$ cat src/design/bavg_pkg.sv
// shared constants, register indexes and controller/datapath interface types
package bavg_pkg;

  // image geometry
  localparam int unsigned ColW     = 12;
  localparam int unsigned MaxWidth = 1 << ColW;
  localparam int unsigned WidthW   = ColW + 1;

  // block geometry
  localparam int unsigned CntW     = 4;
  localparam int unsigned MaxBlock = 1 << CntW;
  localparam int unsigned BlkW     = CntW + 1;

  // data widths
  localparam int unsigned PixW  = 8;
  localparam int unsigned HsumW = PixW + CntW;
  localparam int unsigned SumW  = PixW + 2 * CntW;
  localparam int unsigned SqW   = 2 * CntW + 1;
  localparam int unsigned ProdW = WidthW + BlkW;

  // serial divider
  localparam int unsigned DivNW   = SumW;
  localparam int unsigned DivDW   = SqW;
  localparam int unsigned DivCntW = $clog2(DivNW);

  // configuration port
  localparam int unsigned CfgIdxW  = 1;
  localparam int unsigned CfgDataW = WidthW;

  localparam logic [CfgIdxW-1:0] RegBlockSize  = CfgIdxW'(0);
  localparam logic [CfgIdxW-1:0] RegImageWidth = CfgIdxW'(1);

  localparam logic [BlkW-1:0]   BlockSizeRst  = BlkW'(2);
  localparam logic [WidthW-1:0] ImageWidthRst = WidthW'(640);

  // controller to datapath commands
  typedef struct packed {
    logic load;       // capture pixel, fold counters
    logic col_start;  // start in_col / block_size
    logic cap_oc;     // capture output column from divider
    logic mul;        // register column product, read line buffer
    logic wr;         // write partial block sum to line buffer
    logic avg_start;  // start block sum / block_size^2
    logic emit;       // load output register
    logic adv;        // advance counters and sums
  } bavg_cmd_t;

  // datapath to controller status
  typedef struct packed {
    logic div_done;
    logic in_range;
    logic blk_end;
    logic rib_last;
    logic out_free;
  } bavg_sts_t;

endpackage

$ cat src/design/bavg_ctrl.sv
// controller state machine sequencing one pixel transaction
module bavg_ctrl (
  input  logic                 clk_i,
  input  logic                 rst_ni,
  input  logic                 in_valid_i,
  output logic                 in_ready_o,
  input  bavg_pkg::bavg_sts_t  sts_i,
  output bavg_pkg::bavg_cmd_t  cmd_o
);

  typedef enum logic [7:0] {
    S_IDLE     = 8'b0000_0001,
    S_COL_GO   = 8'b0000_0010,
    S_COL_WAIT = 8'b0000_0100,
    S_MUL      = 8'b0000_1000,
    S_EVAL     = 8'b0001_0000,
    S_AVG_GO   = 8'b0010_0000,
    S_AVG_WAIT = 8'b0100_0000,
    S_EMIT     = 8'b1000_0000
  } bavg_state_e;

  bavg_state_e state_q, state_d;

  // next state and commands
  always_comb begin
    state_d    = state_q;
    cmd_o      = '0;
    in_ready_o = 1'b0;
    case (state_q)
      S_IDLE: begin
        in_ready_o = 1'b1;
        if (in_valid_i) begin
          cmd_o.load = 1'b1;
          state_d    = S_COL_GO;
        end
      end
      S_COL_GO: begin
        cmd_o.col_start = 1'b1;
        state_d         = S_COL_WAIT;
      end
      S_COL_WAIT: begin
        if (sts_i.div_done) begin
          cmd_o.cap_oc = 1'b1;
          state_d      = S_MUL;
        end
      end
      S_MUL: begin
        cmd_o.mul = 1'b1;
        state_d   = S_EVAL;
      end
      S_EVAL: begin
        if (sts_i.in_range && sts_i.blk_end && sts_i.rib_last) begin
          state_d = S_AVG_GO;
        end else begin
          cmd_o.wr  = sts_i.in_range && sts_i.blk_end;
          cmd_o.adv = 1'b1;
          state_d   = S_IDLE;
        end
      end
      S_AVG_GO: begin
        cmd_o.avg_start = 1'b1;
        state_d         = S_AVG_WAIT;
      end
      S_AVG_WAIT: begin
        if (sts_i.div_done) begin
          state_d = S_EMIT;
        end
      end
      S_EMIT: begin
        if (sts_i.out_free) begin
          cmd_o.emit = 1'b1;
          cmd_o.adv  = 1'b1;
          state_d    = S_IDLE;
        end
      end
      default: begin
        state_d = S_IDLE;
      end
    endcase
  end

  always_ff @(posedge clk_i or negedge rst_ni) begin
    if (!rst_ni) begin
      state_q <= S_IDLE;
    end else begin
      state_q <= state_d;
    end
  end

  // divider completion only arrives while a division is awaited
  assert property (@(posedge clk_i) disable iff (!rst_ni)
    sts_i.div_done |-> (state_q == S_COL_WAIT || state_q == S_AVG_WAIT))
    else $error("divider done outside a wait state");

  // a result is never loaded over one that has not been taken
  assert property (@(posedge clk_i) disable iff (!rst_ni)
    cmd_o.emit |-> sts_i.out_free)
    else $error("output register overwritten");

endmodule

$ cat config.mk
export PLATFORM = sky130hd
export DESIGN_NAME = bavg_ctrl
export DESIGN_NICKNAME = d
export VERILOG_FILES = /design/src/design/bavg_pkg.sv /design/src/design/bavg_ctrl.sv
export SDC_FILE = /design/constraint.sdc
export NUM_CORES = 1
export LEC_CHECK = 0
export ABC_CLOCK_PERIOD_IN_PS = 1800
export BUFFER_PORTS_ARGS = -buffer_cell sky130_fd_sc_hd__buf_2
export CORE_MARGIN = 3
export CORE_UTILIZATION = 40
export DETAILED_ROUTE_END_ITERATION = 10
export PLACE_DENSITY = 0.79
export SYNTH_ARGS = -nofsm -noshare
export SYNTH_HDL_FRONTEND = slang
export SYNTH_SLANG_ARGS = --single-unit
$ cat constraint.sdc
create_clock -name clk_i -period 1.8 [get_ports clk_i]
set_input_delay 0.27 -clock clk_i [delete_from_list [all_inputs] [get_ports clk_i]]
set_output_delay 0.27 -clock clk_i [all_outputs]
set_load 0.03 [all_outputs]
Word level (Yosys, flattened, before mapping)
Cells that the tools add are included.
{"block": "totals", "register_bits": 8, "output_inout_bits": 9, "word_cells": 36, "in_bits": 8}
{"block": "op_classes", "eq_ne": 12, "n_mux": 20, "reduce_logical": 3}
{"operator": "$pmux W8 S8", "count": 1}
{"operator": "$mux W8", "count": 4}
{"operator": "$mux W1", "count": 12}
{"operator": "$eq A8 B1 Y1 const B", "count": 1}
{"operator": "$eq A8 B2 Y1 const B", "count": 1}
{"operator": "$eq A8 B3 Y1 const B", "count": 1}
{"operator": "$eq A8 B4 Y1 const B", "count": 1}
{"operator": "$eq A8 B5 Y1 const B", "count": 1}
{"operator": "$eq A8 B6 Y1 const B", "count": 1}
{"operator": "$eq A8 B7 Y1 const B", "count": 1}
{"operator": "$eq A8 B8 Y1 const B", "count": 1}
{"operator": "$ne A2 B2 Y1 const B", "count": 4}
{"operator": "$mux W6", "count": 1}
{"operator": "$reduce_and A4 Y1", "count": 1}
{"operator": "$logic_and A1 B1 Y1", "count": 2}
{"operator": "$mux W2", "count": 1}
{"operator": "$pmux W1 S2", "count": 1}

Logic depth before layout (Yosys ltp)
{"block": "logic_depth", "depth_word": 4, "mapped_depth": 5, "ltp_nobuf": 4}

Least setup slack after synthesis
OpenSTA, ideal clock, no wires.
{"block": "synth_path", "path_kind": "reg2out", "from": "register state_q[5]", "to": "output cmd_o[5] (netlist bit)", "t_arrival_ns": 2.233, "required_ns": 1.530, "path_stages_with_launch": 5, "path_buffers": 1, "slack_ns": -0.703, "path_cell_list": "dfrtp_1 buf_6 or4_4 or3_4 nor4_1"}
{"item": "start: declaration", "line_no": "bavg_ctrl.sv:22", "rtl": "bavg_state_e state_q, state_d;"}
{"item": "start signal: assignment", "line_no": "bavg_ctrl.sv:86", "rtl": "state_q <= state_d;"}
{"item": "end: declaration", "line_no": "bavg_ctrl.sv:8", "rtl": "output bavg_pkg::bavg_cmd_t cmd_o"}

==> impl_summary.md <==
Layout
The finished cells cover 902 µm². In the final layout, the share of cells above drive strength 1 is 0.516. The number of antenna diodes in the final layout is 0. Ranked by flip-flop count, first place goes to state_q.

The largest registers in the layout are state_q x8. Measured on the finished design, the core utilization comes to 0.742. The area growth from synthesis to layout is 58.8%. The flip-flop count of the largest register after layout is 8.

The final layout net count is 102.

Yosys
The xor and xnor area share after synthesis is 0.0154. Sorting the synthesized cells by area gives the leading types as dfrtp_1 (31%), nor3b_1 (6.6%), dfstp_2 (4.6%). Each instance of the synthesized netlist takes up on average 9.16 µm². The area share of fa/ha/maj cells after synthesis is 0. The post-synthesis cell type with the largest combined area is dfrtp_1.

Of the total synthesized cell area, the portion taken by AND, OR, NAND and NOR gates is 0.430. Of the synthesized area, sequential elements account for 0.355. The commonest register cell after synthesis is dfrtp_1. The largest family of logic cells by synthesized area is simple AND/OR/NAND/NOR gates. The synthesized netlist occupies a cell area of 568 µm². After technology mapping, the gate count stands at 62. The net count after synthesis is 70. The area fraction of the dominant cell type after synthesis is 0.308.

During synthesis, Yosys emitted a total of 0 warnings. The post-synthesis register bit count is 8. The number of synthesized flops with an enable pin is 0. The portion of synthesized area spent on multiplexers is 0. The async set-or-reset flop fraction in the synthesized netlist is 1.00. Synthesis instantiated 36 different standard cells from the library.

The complex-gate fraction of the synthesized area is 0.141.

Die
In this run the core area contains 12 standard-cell rows. The die is 43.7 µm tall. The total area inside the core boundary comes to 0.00122 mm². The die is 43.7 µm wide. The floorplan step defined a die boundary enclosing 0.00191 mm². In this run the count of I/O pins placed on the die edge is 17. The starting utilization of the core area is 0.467.

STA
The clock skew after layout is 12.2 ps. After layout, the worst setup slack is -319 ps. The max-slew violation total from the final report was 0. The maximum clock frequency is 472 MHz. Setup violations remaining at the end of the flow were counted as 6.

The worst slew slack as a fraction of its limit is 0.762. The hold violation total from the final report is 0. Setup repair after global routing could not meet its margin everywhere. The clock period minus final worst setup slack is 2120 ps. The slew of the pin with the lowest slew margin is 353 ps.

Dividing the final minimum period by the clock period gives 1.18.

Pwr
IR analysis of the VDD net gives a maximum drop of 0.746 mV. The total leakage power is 0.422 nW. The power density over the cells is 1250 mW/mm². After layout, the design draws a total of 1.13 mW.

Global route
For this run the aggregate overflow at the end of global routing stands at 0. The initial antenna violation count came to 0. The via count of the first global-routing pass is 597. The pin count of the biggest net entering global routing is 11. The overall global routing resource usage is 0.170. The first-pass GRT wire length is 2.45 mm.

Worst setup path
The slowest stage of the critical path belongs to the cell or4_4. The maximum single-stage delay on the critical path is 530 ps. The signal on the critical path passes through or4_4, or3_4, nor3b_4, buf_6. Tracing the worst setup path back leads to its startpoint at state_q[0]$_DFFE_PN1P_.

Data arrives at the worst endpoint at 1850 ps. The worst setup path is captured at an output pin. The critical path is of the reg -> out type.

The worst setup path is launched from a flip-flop. The maximum fanout encountered on the critical timing path is 3. The worst register-to-register path begins at state_q[0]$_DFFE_PN1P_. For the worst setup path, the data required time is 1530 ps.

Route
In the routed design, unresolved DRC markers number 0. For this block, the initial DRC count from the detailed router was 15. The number of optimization iterations in the first detailed-route pass is 6. Dividing the detail-routed wire length by the instance count gives 14.6 µm.

The count of nets left with antenna violations after detail routing is 0. Detailed routing inserted a total of 640 vias. The routed design has 1.56 mm of wire.

The average via count per standard cell is 5.98.

Outcome
The final reports fail on setup timing. The run finished, with violations left.

Job
The max-capacitance violation count is 0.

Clock tree
The maximum root-to-sink buffer count is 2. Clock-pin slew was measured on the worst setup and hold paths at 60 ps. TritonCTS built the clock tree. The later pin in the worst-skew pair is clocked with a latency of 250 ps. CTS saw 8 sinks. TritonCTS created 3 clock buffers. The library cell used as clock root buffer is clkbuf_4. The CTS H-tree depth is 1.

Hold path
The startpoint identified for the worst hold timing path is sts_i[4]. The path type of the worst min-delay path is in -> reg.

Place
Once detailed placement completed, the half-perimeter wirelength came to 1.14 mm. Routability-driven placement finished with a final weighted congestion of 0.847. The count of port buffers added during placement is 16. The area after detailed placement is 791 µm².
==> cell type report <==
class,count,area (µm²)
clock buffer,4,26.3
fill,79,314
inverter,4,15.0
multi-input combinational,47,418
sequential,8,201
tap,14,17.5
timing repair buffer,30,224
==> through the flow <==
step	setup WS, ps	TNS, ps	cells	hold slack, ps
4_1_cts	-331	-1310	107	227
5_1_grt	-369	-1720	107	226
2_1_floorplan	-180	-398	62	-25.6
6_report	-319	-1210	107	231
3_3_place_gp	-93.1	-172	100	114
3_5_place_dp	-107	-203	100	121
==> final timing paths <==
check / depth (start not counted) / slack (ps) / to
setup / recovery: 4 / -320 / cmd_o[4]
hold / removal: 2 / 230 / state_q[2]$_DFFE_PN0P_
setup reg to reg: 4 / 80 / state_q[2]$_DFFE_PN0P_
hold reg to reg: 2 / 630 / state_q[4]$_DFFE_PN0P_
max in group asynchronous: 2 / 1160 / state_q[0]$_DFFE_PN1P_
min in group asynchronous: 2 / 390 / state_q[7]$_DFFE_PN0P_
==> worst max-delay path, delay by kind of cell, from the launching register on <==
kind	cells	cell delay, ps
flip-flops	1	360
buffers and inverters	1	150
AND/OR/NAND/NOR	3	1100
==> layer usage <==
metal,GRT usage,vias up,share of wire
li1,-,297,-
met1,0.212,306,0.42
met2,0.279,33,0.48
met3,0.0415,4,0.082
met4,0.0663,0,0.017
met5,0,-,0
==> cells by family (layout without fill, tap and decap cells) <==
logic type / count (synthesis) / count (layout)
simple gates: 36 / 36
compound gates: 10 / 10
flops: 8 / 8
buf+inv: 7 / 38
xor+xnor: 1 / 1
==> power breakdown <==
group          internal (mW)  total, mW  switching (mW)  leakage [nW]
clock network         0.0846      0.143          0.0583        0.0150
registers              0.219      0.236          0.0174         0.107
logic                  0.362      0.753           0.391         0.300
total                  0.666       1.13           0.466         0.422
==> cell usage after synthesis (all sizes together), types with 2 or more instances <==
master,n
and2,2
clkbuf,2
dfrtp,7
inv,4
nand2,3
nor2,4
nor2b,2
nor3,3
nor3b,5
nor4,5
nor4b,2
or3,2
==> layout by cell type, fill, tap and decap left out, types with 2 or more instances in the layout <==
cell,instances
buf_2,9
nand2_1,2
buf_4,14
clkbuf_4,4
inv_1,4
nor3_1,2
nor2_1,4
nor4_1,2
dfrtp_1,7
buf_6,5
nor3b_1,3
nor4_4,2
nor2b_1,2
==> what timing repair did <==
action,in CTS,in global routing
hold endpoints to repair,7,0
setup endpoints to repair,8,9
pin swaps,4,2
resized for setup,14,3
setup buffers,2,0
hold buffers,1,0
Note: power is estimated with default switching activity, not from simulation.
